**config.mk**
```make
export PLATFORM = sky130hd
export DESIGN_NAME = identical_koon_reliability
export DESIGN_NICKNAME = d
export VERILOG_FILES = /design/src/hdl/koon_pkg.sv /design/src/hdl/identical_koon_reliability.sv /design/src/hdl/koon_ram.sv
export SDC_FILE = /design/constraint.sdc
export NUM_CORES = 2
export LEC_CHECK = 0
export BUFFER_PORTS_ARGS = -buffer_cell sky130_fd_sc_hd__buf_2
export CAP_MARGIN = 20
export CORE_UTILIZATION = 34
export CTS_BUF_LIST = sky130_fd_sc_hd__clkbuf_4 sky130_fd_sc_hd__clkbuf_8
export CTS_CLUSTER_DIAMETER = 40
export DETAILED_ROUTE_END_ITERATION = 16
export MAX_ROUTING_LAYER = met4
export PLACE_DENSITY = 0.52
export SLEW_MARGIN = 0
export SYNTH_ARGS = -nofsm -noshare
export SYNTH_HDL_FRONTEND = slang
export SYNTH_HIERARCHICAL = 1
export SYNTH_SLANG_ARGS = --single-unit
```
**constraint.sdc**
```tcl
create_clock -name i_clk -period 8.8 [get_ports i_clk]
set_clock_uncertainty 0.1 [all_clocks]
set_input_delay 0.44 -clock i_clk [delete_from_list [all_inputs] [get_ports i_clk]]
set_output_delay 0.44 -clock i_clk [all_outputs]
set_load 0.02 [all_outputs]
```
**src/hdl/koon_pkg.sv**
```systemverilog
// Shared constants, types and the control store for the k-out-of-n reliability block.
// Used by identical_koon_reliability and koon_chk; depends on nothing.
package koon_pkg;

    localparam int MAX_COMPONENTS = 32;
    localparam int FRAC_BITS      = 16;
    localparam int XW             = FRAC_BITS + 1;           // Q1.16 value width
    localparam int CNT_W          = 6;                       // holds 0..MAX_COMPONENTS
    localparam int ROW_LEN        = MAX_COMPONENTS + 1;
    localparam int ADDR_W         = $clog2(ROW_LEN);
    localparam int COEF_W         = 30;                      // C(32,16) < 2^30
    localparam int PROD_W         = COEF_W + XW;
    localparam int ACC_W          = FRAC_BITS + MAX_COMPONENTS + 1;
    localparam int DATA_W         = 24;                      // XW padded to bytes
    localparam int CFG_AW         = 2;
    localparam int CFG_DW         = 6;
    localparam int UPC_W          = 5;

    localparam logic [XW-1:0]     FX_ONE   = XW'(1) << FRAC_BITS;
    localparam logic [CNT_W-1:0]  CNT_MAX  = CNT_W'(MAX_COMPONENTS);
    localparam logic [CNT_W-1:0]  N_RESET  = CNT_W'(2);
    localparam logic [CNT_W-1:0]  K_RESET  = CNT_W'(1);

    // register indexes of the configuration port
    localparam logic [CFG_AW-1:0] CFG_COMPONENT_COUNT = CFG_AW'(0);
    localparam logic [CFG_AW-1:0] CFG_MIN_WORKING     = CFG_AW'(1);

    typedef logic [UPC_W-1:0] t_upc;

    // program addresses
    localparam t_upc S_IDLE    = t_upc'(0);
    localparam t_upc S_A_START = t_upc'(1);
    localparam t_upc S_A_MUL   = t_upc'(2);
    localparam t_upc S_A_WB    = t_upc'(3);
    localparam t_upc S_B_INIT  = t_upc'(4);
    localparam t_upc S_B_TEST  = t_upc'(5);
    localparam t_upc S_B_P     = t_upc'(6);
    localparam t_upc S_B_C     = t_upc'(7);
    localparam t_upc S_B_ACC   = t_upc'(8);
    localparam t_upc S_B_SKIP  = t_upc'(9);
    localparam t_upc S_B_RWB   = t_upc'(10);
    localparam t_upc S_DONE    = t_upc'(11);
    localparam t_upc S_L_SEED  = t_upc'(12);
    localparam t_upc S_L_ROW   = t_upc'(13);
    localparam t_upc S_L_RD    = t_upc'(14);
    localparam t_upc S_L_WR    = t_upc'(15);
    localparam t_upc S_L_END   = t_upc'(16);

    typedef enum logic [2:0] {
        C_ALWAYS, C_ACCEPT, C_I_EQ_N, C_W_LT_K, C_W_EQ_N, C_W_EQ_I, C_OUT_FREE
    } t_cond;
    typedef enum logic       {MA_PW, MA_COEF}                  t_mula;
    typedef enum logic [1:0] {MB_U, MB_R, MB_PU, MB_PFRAC}     t_mulb;
    typedef enum logic [1:0] {PW_HOLD, PW_ONE, PW_PFRAC}       t_pwop;
    typedef enum logic       {I_HOLD, I_INC}                   t_iop;
    typedef enum logic [1:0] {W_HOLD, W_ZERO, W_ONE, W_INC}    t_wop;
    typedef enum logic [1:0] {CY_HOLD, CY_ONE, CY_OLD}         t_cyop;
    typedef enum logic       {CS_ONE, CS_SUM}                  t_coefsrc;
    typedef enum logic       {PS_PW, PS_PFRAC}                 t_pusrc;

    typedef struct packed {
        t_cond    cond;
        t_upc     jt;        // taken when cond holds
        t_upc     jf;        // taken otherwise
        logic     mul_en;
        t_mula    mula;
        t_mulb    mulb;
        t_pwop    pw_op;
        t_iop     i_op;
        t_wop     w_op;
        t_cyop    cy_op;
        logic     coef_we;
        t_coefsrc coef_src;
        logic     pu_we;
        t_pusrc   pu_src;
        logic     acc_add;
        logic     out_load;
    } t_uword;

    // control store
    function automatic t_uword f_ucode(input t_upc a);
        t_uword uw;
        uw = '0;
        unique case (a)
            S_IDLE: begin
                uw.cond = C_ACCEPT; uw.jt = S_A_START; uw.jf = S_IDLE;
            end
            S_A_START: begin
                uw.pu_we = 1'b1; uw.pu_src = PS_PW;
                uw.jt = S_A_MUL; uw.jf = S_A_MUL;
            end
            S_A_MUL: begin
                uw.mul_en = 1'b1; uw.mula = MA_PW; uw.mulb = MB_U; uw.i_op = I_INC;
                uw.jt = S_A_WB; uw.jf = S_A_WB;
            end
            S_A_WB: begin
                uw.pw_op = PW_PFRAC; uw.pu_we = 1'b1; uw.pu_src = PS_PFRAC;
                uw.cond = C_I_EQ_N; uw.jt = S_B_INIT; uw.jf = S_A_MUL;
            end
            S_B_INIT: begin
                uw.pw_op = PW_ONE; uw.w_op = W_ZERO;
                uw.jt = S_B_TEST; uw.jf = S_B_TEST;
            end
            S_B_TEST: begin
                uw.cond = C_W_LT_K; uw.jt = S_B_SKIP; uw.jf = S_B_P;
            end
            S_B_P: begin
                uw.mul_en = 1'b1; uw.mula = MA_PW; uw.mulb = MB_PU;
                uw.jt = S_B_C; uw.jf = S_B_C;
            end
            S_B_C: begin
                uw.mul_en = 1'b1; uw.mula = MA_COEF; uw.mulb = MB_PFRAC;
                uw.jt = S_B_ACC; uw.jf = S_B_ACC;
            end
            S_B_ACC: begin
                uw.acc_add = 1'b1;
                uw.mul_en = 1'b1; uw.mula = MA_PW; uw.mulb = MB_R;
                uw.cond = C_W_EQ_N; uw.jt = S_DONE; uw.jf = S_B_RWB;
            end
            S_B_SKIP: begin
                uw.mul_en = 1'b1; uw.mula = MA_PW; uw.mulb = MB_R;
                uw.cond = C_W_EQ_N; uw.jt = S_DONE; uw.jf = S_B_RWB;
            end
            S_B_RWB: begin
                uw.pw_op = PW_PFRAC; uw.w_op = W_INC;
                uw.jt = S_B_TEST; uw.jf = S_B_TEST;
            end
            S_DONE: begin
                uw.out_load = 1'b1;
                uw.cond = C_OUT_FREE; uw.jt = S_IDLE; uw.jf = S_DONE;
            end
            S_L_SEED: begin
                uw.coef_we = 1'b1; uw.coef_src = CS_ONE;
                uw.jt = S_L_ROW; uw.jf = S_L_ROW;
            end
            S_L_ROW: begin
                uw.i_op = I_INC; uw.w_op = W_ONE; uw.cy_op = CY_ONE;
                uw.jt = S_L_RD; uw.jf = S_L_RD;
            end
            S_L_RD: begin
                uw.jt = S_L_WR; uw.jf = S_L_WR;
            end
            S_L_WR: begin
                uw.coef_we = 1'b1; uw.coef_src = CS_SUM; uw.cy_op = CY_OLD;
                uw.w_op = W_INC;
                uw.cond = C_W_EQ_I; uw.jt = S_L_END; uw.jf = S_L_RD;
            end
            S_L_END: begin
                uw.cond = C_I_EQ_N; uw.jt = S_IDLE; uw.jf = S_L_ROW;
            end
            default: begin
                uw.jt = S_IDLE; uw.jf = S_IDLE;
            end
        endcase
        return uw;
    endfunction

    // written counts: zero reads as one, anything above the maximum as the maximum
    function automatic logic [CNT_W-1:0] f_clamp_cfg(input logic [CFG_DW-1:0] v);
        logic [CNT_W-1:0] c;
        c = CNT_W'(v);
        if (v == '0) begin
            c = CNT_W'(1);
        end else if (CNT_W'(v) > CNT_MAX) begin
            c = CNT_MAX;
        end
        return c;
    endfunction

endpackage

```
**src/hdl/identical_koon_reliability.sv**
```systemverilog
// One item at a time, set by the single shared 30x17 multiplier.
// A write of component_count rebuilds the binomial row, with tready low.
// The next word is taken as soon as the sequencer is back in idle; a finished result
// waits in the output register meanwhile. Reset (synchronous, active low) loads
// n = 2, k = 1 and runs the row rebuild before the first word is taken.
module identical_koon_reliability
    import koon_pkg::*;
(
    input  logic              i_clk,
    input  logic              i_rst_n,
    input  logic              s_axis_tvalid,
    output logic              s_axis_tready,
    input  logic [DATA_W-1:0] s_axis_tdata,    // [16:0] r
    output logic              m_axis_tvalid,
    input  logic              m_axis_tready,
    output logic [DATA_W-1:0] m_axis_tdata,    // [16:0] system_reliability
    input  logic              i_cfg_we,
    input  logic [CFG_AW-1:0] i_cfg_addr,
    input  logic [CFG_DW-1:0] i_cfg_wdata
);

    // ---------------------------------------------------------------------
    // Sequencer: program counter and the control word it selects.
    // ---------------------------------------------------------------------
    t_upc   r_upc;
    t_upc   n_upc;
    t_uword uw;
    logic   take;

    // configuration
    logic [CNT_W-1:0] r_n;
    logic [CNT_W-1:0] r_k;

    // datapath
    logic [XW-1:0]     r_r;          // clamped component reliability
    logic [XW-1:0]     r_u;          // ONE - r
    logic [XW-1:0]     r_pw;         // running power
    logic [CNT_W-1:0]  r_i;          // power index / Pascal row
    logic [CNT_W-1:0]  r_w;          // term index / Pascal column
    logic [COEF_W-1:0] r_carry;      // old left neighbor during rebuild
    logic [PROD_W-1:0] r_prod;
    logic [ACC_W-1:0]  r_acc;
    logic              r_out_valid;
    logic [XW-1:0]     r_out_data;

    logic              in_acc;
    logic              out_free;
    logic              cfg_n_we;
    logic [XW-1:0]     in_r;
    logic [XW-1:0]     in_clamped;
    logic [XW-1:0]     pfrac;
    logic [COEF_W-1:0] mul_a;
    logic [XW-1:0]     mul_b;
    logic              w_eq_i;

    logic [XW-1:0]     pu_wdata;
    logic [ADDR_W-1:0] pu_raddr;
    logic [XW-1:0]     pu_rdata;
    logic [COEF_W-1:0] coef_rdata;
    logic [COEF_W-1:0] coef_old;
    logic [COEF_W-1:0] coef_wdata;

    assign uw            = f_ucode(r_upc);
    assign s_axis_tready = (r_upc == S_IDLE);
    assign in_acc        = s_axis_tvalid && s_axis_tready;
    assign out_free      = !r_out_valid || m_axis_tready;
    assign cfg_n_we      = i_cfg_we && (i_cfg_addr == CFG_COMPONENT_COUNT);

    assign in_r       = s_axis_tdata[XW-1:0];
    assign in_clamped = (in_r > FX_ONE) ? FX_ONE : in_r;

    // Q1.16 part of a product of two values no larger than one
    assign pfrac  = r_prod[FRAC_BITS +: XW];
    assign w_eq_i = (r_w == r_i);

    // ---------------------------------------------------------------------
    // Jump condition; a rewrite of the count restarts the row rebuild.
    // ---------------------------------------------------------------------
    always_comb begin
        unique case (uw.cond)
            C_ALWAYS:   take = 1'b1;
            C_ACCEPT:   take = in_acc;
            C_I_EQ_N:   take = (r_i == r_n);
            C_W_LT_K:   take = (r_w < r_k);
            C_W_EQ_N:   take = (r_w == r_n);
            C_W_EQ_I:   take = w_eq_i;
            C_OUT_FREE: take = out_free;
            default:    take = 1'b0;
        endcase
        if (cfg_n_we) begin
            n_upc = S_L_SEED;
        end else if (take) begin
            n_upc = uw.jt;
        end else begin
            n_upc = uw.jf;
        end
    end

    always_ff @(posedge i_clk) begin
        if (!i_rst_n) begin
            r_upc <= S_L_SEED;
        end else begin
            r_upc <= n_upc;
        end
    end

    // ---------------------------------------------------------------------
    // Configuration registers
    // ---------------------------------------------------------------------
    always_ff @(posedge i_clk) begin
        if (!i_rst_n) begin
            r_n <= N_RESET;
            r_k <= K_RESET;
        end else if (i_cfg_we) begin
            if (i_cfg_addr == CFG_COMPONENT_COUNT) begin
                r_n <= f_clamp_cfg(i_cfg_wdata);
            end else if (i_cfg_addr == CFG_MIN_WORKING) begin
                r_k <= f_clamp_cfg(i_cfg_wdata);
            end
        end
    end

    // ---------------------------------------------------------------------
    // Shared multiplier: one 30x17 product per cycle while mul_en is set, always registered.
    // ---------------------------------------------------------------------
    always_comb begin
        unique case (uw.mula)
            MA_PW:   mul_a = COEF_W'(r_pw);
            MA_COEF: mul_a = coef_rdata;
            default: mul_a = COEF_W'(r_pw);
        endcase
        unique case (uw.mulb)
            MB_U:     mul_b = r_u;
            MB_R:     mul_b = r_r;
            MB_PU:    mul_b = pu_rdata;
            MB_PFRAC: mul_b = pfrac;
            default:  mul_b = r_r;
        endcase
    end

    always_ff @(posedge i_clk) begin
        if (uw.mul_en) begin
            r_prod <= PROD_W'(mul_a) * PROD_W'(mul_b);
        end
    end

    // ---------------------------------------------------------------------
    // Counters and working registers. An accepted word seeds the power chain
    // and clears the sum; it and a count write point both counters at entry zero.
    // ---------------------------------------------------------------------
    always_ff @(posedge i_clk) begin
        if (!i_rst_n) begin
            r_i <= '0;
            r_w <= '0;
        end else if (cfg_n_we || in_acc) begin
            r_i <= '0;
            r_w <= '0;
        end else begin
            if (uw.i_op == I_INC) begin
                r_i <= r_i + CNT_W'(1);
            end
            unique case (uw.w_op)
                W_HOLD:  r_w <= r_w;
                W_ZERO:  r_w <= '0;
                W_ONE:   r_w <= CNT_W'(1);
                W_INC:   r_w <= r_w + CNT_W'(1);
                default: r_w <= r_w;
            endcase
        end
    end

    always_ff @(posedge i_clk) begin
        if (in_acc) begin
            r_r   <= in_clamped;
            r_u   <= FX_ONE - in_clamped;
            r_pw  <= FX_ONE;
            r_acc <= '0;
        end else begin
            unique case (uw.pw_op)
                PW_HOLD:  r_pw <= r_pw;
                PW_ONE:   r_pw <= FX_ONE;
                PW_PFRAC: r_pw <= pfrac;
                default:  r_pw <= r_pw;
            endcase
            // the sum cannot pass 2^48, so no saturation is reachable
            if (uw.acc_add) begin
                r_acc <= r_acc + ACC_W'(r_prod);
            end
        end
        unique case (uw.cy_op)
            CY_HOLD: r_carry <= r_carry;
            CY_ONE:  r_carry <= COEF_W'(1);
            CY_OLD:  r_carry <= coef_old;
            default: r_carry <= r_carry;
        endcase
    end

    // ---------------------------------------------------------------------
    // Power table of (1 - r): written in order, read at n - w for each term.
    // ---------------------------------------------------------------------
    assign pu_wdata = (uw.pu_src == PS_PFRAC) ? pfrac : r_pw;
    assign pu_raddr = ADDR_W'(r_n - r_w);

    koon_ram #(
        .DW    (XW),
        .DEPTH (ROW_LEN)
    ) u_pu_ram (
        .i_clk   (i_clk),
        .i_we    (uw.pu_we),
        .i_waddr (r_i),
        .i_wdata (pu_wdata),
        .i_raddr (pu_raddr),
        .o_rdata (pu_rdata)
    );

    // ---------------------------------------------------------------------
    // Binomial row. Rebuild with Pascal's rule, left to right: the new entry
    // is old entry plus old left neighbor; the entry at the row's end has
    // never been part of this row, so read it as zero.
    // ---------------------------------------------------------------------
    assign coef_old   = w_eq_i ? '0 : coef_rdata;
    assign coef_wdata = (uw.coef_src == CS_SUM) ? (coef_old + r_carry) : COEF_W'(1);

    koon_ram #(
        .DW    (COEF_W),
        .DEPTH (ROW_LEN)
    ) u_coef_ram (
        .i_clk   (i_clk),
        .i_we    (uw.coef_we),
        .i_waddr (r_w),
        .i_wdata (coef_wdata),
        .i_raddr (r_w),
        .o_rdata (coef_rdata)
    );

    // ---------------------------------------------------------------------
    // Output register: clamp the sum to one and hold until taken.
    // ---------------------------------------------------------------------
    always_ff @(posedge i_clk) begin
        if (!i_rst_n) begin
            r_out_valid <= 1'b0;
        end else if (uw.out_load && out_free) begin
            r_out_valid <= 1'b1;
        end else if (m_axis_tready) begin
            r_out_valid <= 1'b0;
        end
    end

    always_ff @(posedge i_clk) begin
        if (uw.out_load && out_free) begin
            r_out_data <= (r_acc > ACC_W'(FX_ONE)) ? FX_ONE : r_acc[XW-1:0];
        end
    end

    assign m_axis_tvalid = r_out_valid;
    assign m_axis_tdata  = DATA_W'(r_out_data);

endmodule

```
**src/hdl/koon_ram.sv**
```systemverilog
// Generic simple dual-port RAM: one write port, one read port with registered data.
// Stands alone; no package needed.
module koon_ram #(
    parameter int DW    = 8,
    parameter int DEPTH = 16,
    parameter int AW    = $clog2(DEPTH)
) (
    input  logic          i_clk,
    input  logic          i_we,
    input  logic [AW-1:0] i_waddr,
    input  logic [DW-1:0] i_wdata,
    input  logic [AW-1:0] i_raddr,
    output logic [DW-1:0] o_rdata
);

    logic [DW-1:0] r_mem [DEPTH];

    always_ff @(posedge i_clk) begin
        if (i_we) begin
            r_mem[i_waddr] <= i_wdata;
        end
        o_rdata <= r_mem[i_raddr];
    end

endmodule

```
Yosys cells after proc, flatten, opt, wreduce, memory -nomap -nowiden
Memories as Yosys holds them, arrays and structs flattened. A register that Yosys moved wholly into a read port is not among the register bits. Cells that the tools add are included.

Bits in registers: 224. Memory bits (writable): 1551. Input port bits: 37. Output and inout bits: 26. Logic and storage cells: 120. Memories: 2.

$add $sub $neg: 6. Multiply operators: 1. Magnitude comparators: 4. Eq/ne operators: 36. Mux-type cells: 30. Bitwise operators: 3. Reduce and logical (&&, ||, !) cells: 25.

Memory list: u_coef_ram.r_mem (words 33, width 30, read ports 1, clocked after memory_dff 1, write ports 1, line koon_ram.sv:16) `logic [DW-1:0] r_mem [DEPTH];`; u_pu_ram.r_mem (words 33, width 17, read ports 1, clocked after memory_dff 1, write ports 1, line koon_ram.sv:16).

Operator list (number): 10-bit one-hot mux with 15 select lines (1); 30-bit one-hot mux with 2 select lines (2); 17-bit one-hot mux with 4 select lines (1); 30-bit 2-to-1 mux (2); 49-bit by 47-bit adder with 49-bit output (1); 49-bit by 17-bit > comparator with 1-bit output, second input constant (1); 30-bit by 17-bit multiplier with 47-bit output (1); 5-bit by 4-bit equality test with 1-bit output, second input constant (8); 17-bit 2-to-1 mux (2); 17-bit one-hot mux with 2 select lines (1); 30-bit adder (1); 5-bit by 3-bit equality test with 1-bit output, second input constant (4); 6-bit equality test (3); 3-bit one-hot mux with 6 select lines (1); 6-bit one-hot mux with 3 select lines (1); 17-bit > comparator, second input constant (1); 17-bit subtractor, first input constant (1); 2-bit one-hot mux with 2 select lines (4); 4-bit one-hot mux with 4 select lines (1); 2-bit OR reduction (8); 6-bit by 1-bit adder with 6-bit output, second input constant (2); 2-bit equality test, second input constant (6); 6-bit 2-to-1 mux (2); 2-bit by 1-bit equality test with 1-bit output, second input constant (5); other kinds (24) (45).

Longest topological paths before layout
Depth after elaboration: 6. Mapped depth: 35. Depth with buffers taken out: 31.

Modules after synthesis
The synthesis kept the hierarchy.

Modules (own cells, without submodules): koon_ram (u_coef_ram) (instances 1, cells each 2073, area each 39578.0 sq um, sequential area each 30329.1 sq um); identical_koon_reliability (instances 1, cells each 3485, area each 30329.1 sq um, sequential area each 5735.5 sq um); koon_ram (u_pu_ram) (instances 1, cells each 1201, area each 22504.1 sq um, sequential area each 17186.5 sq um).

Worst setup path after synthesis
No wires, ideal clock.

Kind: register -> register. Start: reg r_upc[2]. End: reg r_prod[39], data pin. Setup time: 0.259 ns. Arrival: 7.425 ns. Data required time: 8.441 ns. Setup slack: 1.016 ns. Cell stages (with the launch flop): 32. Path buffers: 5. Period minus slack after synthesis: 7.784 ns. Path through: dfxtp_1 buf_6 nand2b_1 clkbuf_1 nor3_2 nand2b_1 buf_2 clkbuf_1 nand3_1 o21ai_0 clkbuf_1 nor2_1 fa_1 inv_1 fa_1 fa_1 inv_1 fa_1 fa_1 inv_1 fa_1 inv_1 ha_1 or2_2 a221oi_1 a22oi_1 a211oi_1 o21ai_1 a21oi_1 o21ai_0 a21oi_1 xnor2_1.

Longest elaborated chain between the ends: 6. Elaborated cells on any way between the ends: 15. Those cells by class: mul: 1; eq/ne: 8; mux: 3; bitwise: 1; reduce/logical: 2.

RTL lines: start, declared (line identical_koon_reliability.sv:25) `t_upc r_upc;`; start signal, assigned (line identical_koon_reliability.sv:103) `r_upc <= n_upc;`; 5-bit by 4-bit equality test with 1-bit output (line koon_pkg.sv:84) `unique case (a)`; 2-bit OR reduction (no line); 4-bit one-hot mux with 4 select lines * (line koon_pkg.sv:84); 2-bit equality test (tied with other cells) (line identical_koon_reliability.sv:132) `unique case (uw.mulb)`; 17-bit one-hot mux with 4 select lines or 30-bit one-hot mux with 2 select lines (tied branches) (line identical_koon_reliability.sv:132, identical_koon_reliability.sv:127); 30-bit by 17-bit multiplier with 47-bit output * (line identical_koon_reliability.sv:143) `r_prod <= PROD_W'(mul_a) * PROD_W'(mul_b);`; end signal, assigned (line identical_koon_reliability.sv:143); end, declared (line identical_koon_reliability.sv:41) `logic [PROD_W-1:0] r_prod;`.

Mark *: on every way between the ends. The rest lies on a longest branch, timed or not. A chain may end at the register's enable or synchronous reset.

Final worst setup path
Start: reg r_upc[3]. End: reg r_prod[40], data pin.

The elaborated chain is that of the path after synthesis.

==> results.sh <==
export IMPL_ant_nets=0
export IMPL_maxSlewHeadroom=0.279
export IMPL_overflow=0
export IMPL_port_buffers=48
export IMPL_cts_tree="yes"
export IMPL_core_um2=271000
export IMPL_start_util=0.342
export IMPL_drive_gt1_frac=0.158
export IMPL_power_density_nw_per_um2=434
export IMPL_rows=191
export IMPL_wl_um=258000
export IMPL_rsz0062_at_grt="false"
export IMPL_status="complete, no violations"
export IMPL_tns_ns=0
export IMPL_io_pins=63
export IMPL_cts_sinks=1821
export IMPL_worstPathMaxFanout=60
export IMPL_vias=56200
export IMPL_areaGrowthSynthToFinish_pct=13.9
export IMPL_hpwl_um=163000
export IMPL_grt_pass1_vias=57400
export IMPL_place_area_um2=97600
export IMPL_ys_flop_type="edfxtp_1"
export IMPL_arrival_ns=8.96
export IMPL_cts_root_buffer="clkbuf_8"
export IMPL_synthAdderAreaFrac=0.120
export IMPL_synth_edff_count=1678
export IMPL_setup_viol=0
export IMPL_min_path_type="in -> reg"
export IMPL_yosys_area_share_xor_xnor=0.0133
export IMPL_antenna_found_initial=9
export IMPL_fillers=25600
export IMPL_wl_per_cell_um=23.6
export IMPL_ys_top_cells_by_area="edfxtp_1 55%, fa_1 9.1%, mux2i_1 8.5%"
export IMPL_critPathSlowestCell="fa_1"
export IMPL_htree_levels=5
export IMPL_place_congestion=0.890
export IMPL_irDropWorstVdd_mv=1.58
export IMPL_synth_mux_area_frac=0.0890
export IMPL_crit_type="reg -> reg"
export IMPL_syn_cell_area_um2=92400
export IMPL_die_area_um2=274000
export IMPL_final_cell_area_um2=105000
export IMPL_final_max_slew_violation_count=0
export IMPL_yosysSeqAreaShare=0.576
export IMPL_holdCritStartpoint="i_cfg_addr[1]"
export IMPL_cp_end_kind="flop"
export IMPL_clock_latency_ns=0.97
export IMPL_yosysTopAreaCellShare=0.545
export IMPL_drc=0
export IMPL_hold_violations=0
export IMPL_synth_largest_area_cell="edfxtp_1"
export IMPL_leakage_nw=38.4
export IMPL_cap_violations=0
export IMPL_multi_input_area_um2=35700
export IMPL_crit_path_frequent_cell="fa_1"
export IMPL_vias_per_cell=5.14
export IMPL_cp_start_kind="flop"
export IMPL_synthCells=6759
export IMPL_synth_compound_area_frac=0.0922
export IMPL_fin_crit_sh=0.955
export IMPL_cts_made_buffers=341
export IMPL_layout_commonest_cell="edfxtp_1"
export IMPL_r2r_start="r_upc[3]"
export IMPL_fmax_mhz=119
export IMPL_nNetsFinal=7744
export IMPL_die_width_um=523
export IMPL_grt_first_pass_wirelength_um=378000
export IMPL_synth_top_family_by_area="adder cells"
export IMPL_critical_path_max_stage_delay_ns=0.55
export IMPL_track_usage=0.191
export IMPL_die_h_um=523
export IMPL_postSynth_asyncResetShare=0
export IMPL_synth_seq_cells=1821
export IMPL_post_cts_buffers=0
export IMPL_synthSimpleGateAreaFrac=0.0661
export IMPL_clk_path_buf_depth=4
export IMPL_ys_warnings_count=6
export IMPL_first_pass_iters=5
export IMPL_final_cell_mix="1,678 x edfxtp_1, 781 x mux2i_1, 547 x inv_1"
export IMPL_grt_max_degree=103
export IMPL_totalPowerFinal_mw=45.6
export IMPL_tightest_slew_ns=1.07
export IMPL_critPathRequiredTime_ns=9.35
export IMPL_layout_min_cycle_time_ns=8.40
export IMPL_startpoint="r_upc[3]"
export IMPL_first_iter_violations=4046
export IMPL_regArea_um2=53300
export IMPL_avgSynthCellArea_um2=13.7
export IMPL_synth_cell_types=94
export IMPL_holdWs_ns=0.0614
export IMPL_clkSlewWorstSetupHoldPaths_ns=0.06
[per-layer routing]
layer / global-route usage / vias up / routed length, um
met4: 0.0553 / 0 / 6840
met5: - / - / 0
met2: 0.312 / 1480 / 124000
met3: 0.0267 / 445 / 12300
met1: 0.247 / 28900 / 115000
li1: - / 25300 / -
[worst paths after layout]
check | end | slack, ns | depth (start not counted)
hold / removal | r_n[0] | 0.06 | 4
setup / recovery | r_prod[40] | 0.40 | 29
setup reg to reg | r_prod[40] | 0.40 | 29
hold reg to reg | u_coef_ram/o_rdata[10] | 0.32 | 2
[logic make-up after synthesis]
family	count (synthesis)
buffers and inverters	904
adder cells (fa/ha/maj)	634
multiplexers	817
XOR/XNOR	140
other	1
AND/OR/NAND/NOR	1356
AO/OA/AOI/OAI	1086
flip-flops	1821
[worst max-delay path, delay by kind of cell, from the launching register on]
family | cells | cell delay (ns)
fa+ha+maj | 7 | 3.30
compound gates | 7 | 1.73
buf+inv | 8 | 1.28
simple gates | 5 | 0.74
mux | 1 | 0.52
flops | 1 | 0.37
xor+xnor | 1 | 0.09
[final cells by class]
cell class                      instances  area share
Antenna cell                            6    0.000143
Clock buffer                          476      0.0554
Clock inverter                        138      0.0117
Inverter                              549      0.0196
Multi-Input combinational cell       4040       0.339
Sequential cell                      1821       0.506
Tap cell                             3570      0.0424
Timing Repair Buffer                  320      0.0255
[sequential cells by signal (all words and copies together) (netlist names)]
| register | cells |
|---|---|
| r_acc | 49 |
| r_r | 17 |
| u_pu_ram/r_mem | 561 |
| r_carry | 30 |
| u_coef_ram/o_rdata | 30 |
| r_prod | 47 |
| r_pw | 17 |
| r_n | 6 |
| r_i | 6 |
| u_pu_ram/o_rdata | 17 |
| r_w | 6 |
| u_coef_ram/r_mem | 990 |
| m_axis_tvalid | 1 |
| r_k | 6 |
| r_u | 16 |
| r_out_data | 17 |
| r_upc | 5 |
[what timing repair did]
item / in CTS / in global routing
endpoints found under the setup margin: 0 / 6
gates resized for setup: 0 / 4
hold endpoints to repair: 51 / 0
hold buffers: 32 / 0
[power breakdown]
group	internal (mW)	total, mW	switching (mW)
Clock	4.86	8.48	3.62
Combinational	10.2	25.3	15.1
Sequential	11.3	11.8	0.518
Total	26.4	45.6	19.3
[Yosys cell counts, drive strengths merged (7+ instances only)]
cell type  count
mux2i        781
nand2b        24
o21a          25
inv          549
a211oi        23
dfxtp        143
buf          143
a21oi        254
a22oi        218
o22ai         49
nand2        547
clkbuf       212
a221oi       103
or3b           7
o41ai         49
nor3b          8
xnor2         77
a31oi         21
nand4         20
or2            8
fa           422
nor4          25
nor2         398
nand3         61
a21o          73
edfxtp      1678
nor3          33
or3           10
xor2          63
o21ai         93
o31ai          7
ha           212
and2          95
a22o          96
and3          48
mux2          36
o211ai         9
nor2b         49
o21bai        16
nand3b        11
[stage by stage]
stage | util | setup WS [ns] | cells
detailed placement | 0.361 | 0.268 | 10300
CTS | 0.388 | 0.267 | 10900
global placement | 0.360 | 0.230 | 10200
floorplan | - | 1.02 | 6765
finish | 0.389 | 0.397 | 10900
global route | 0.389 | 0.0120 | 10900
(Power assumes the default switching activity.)
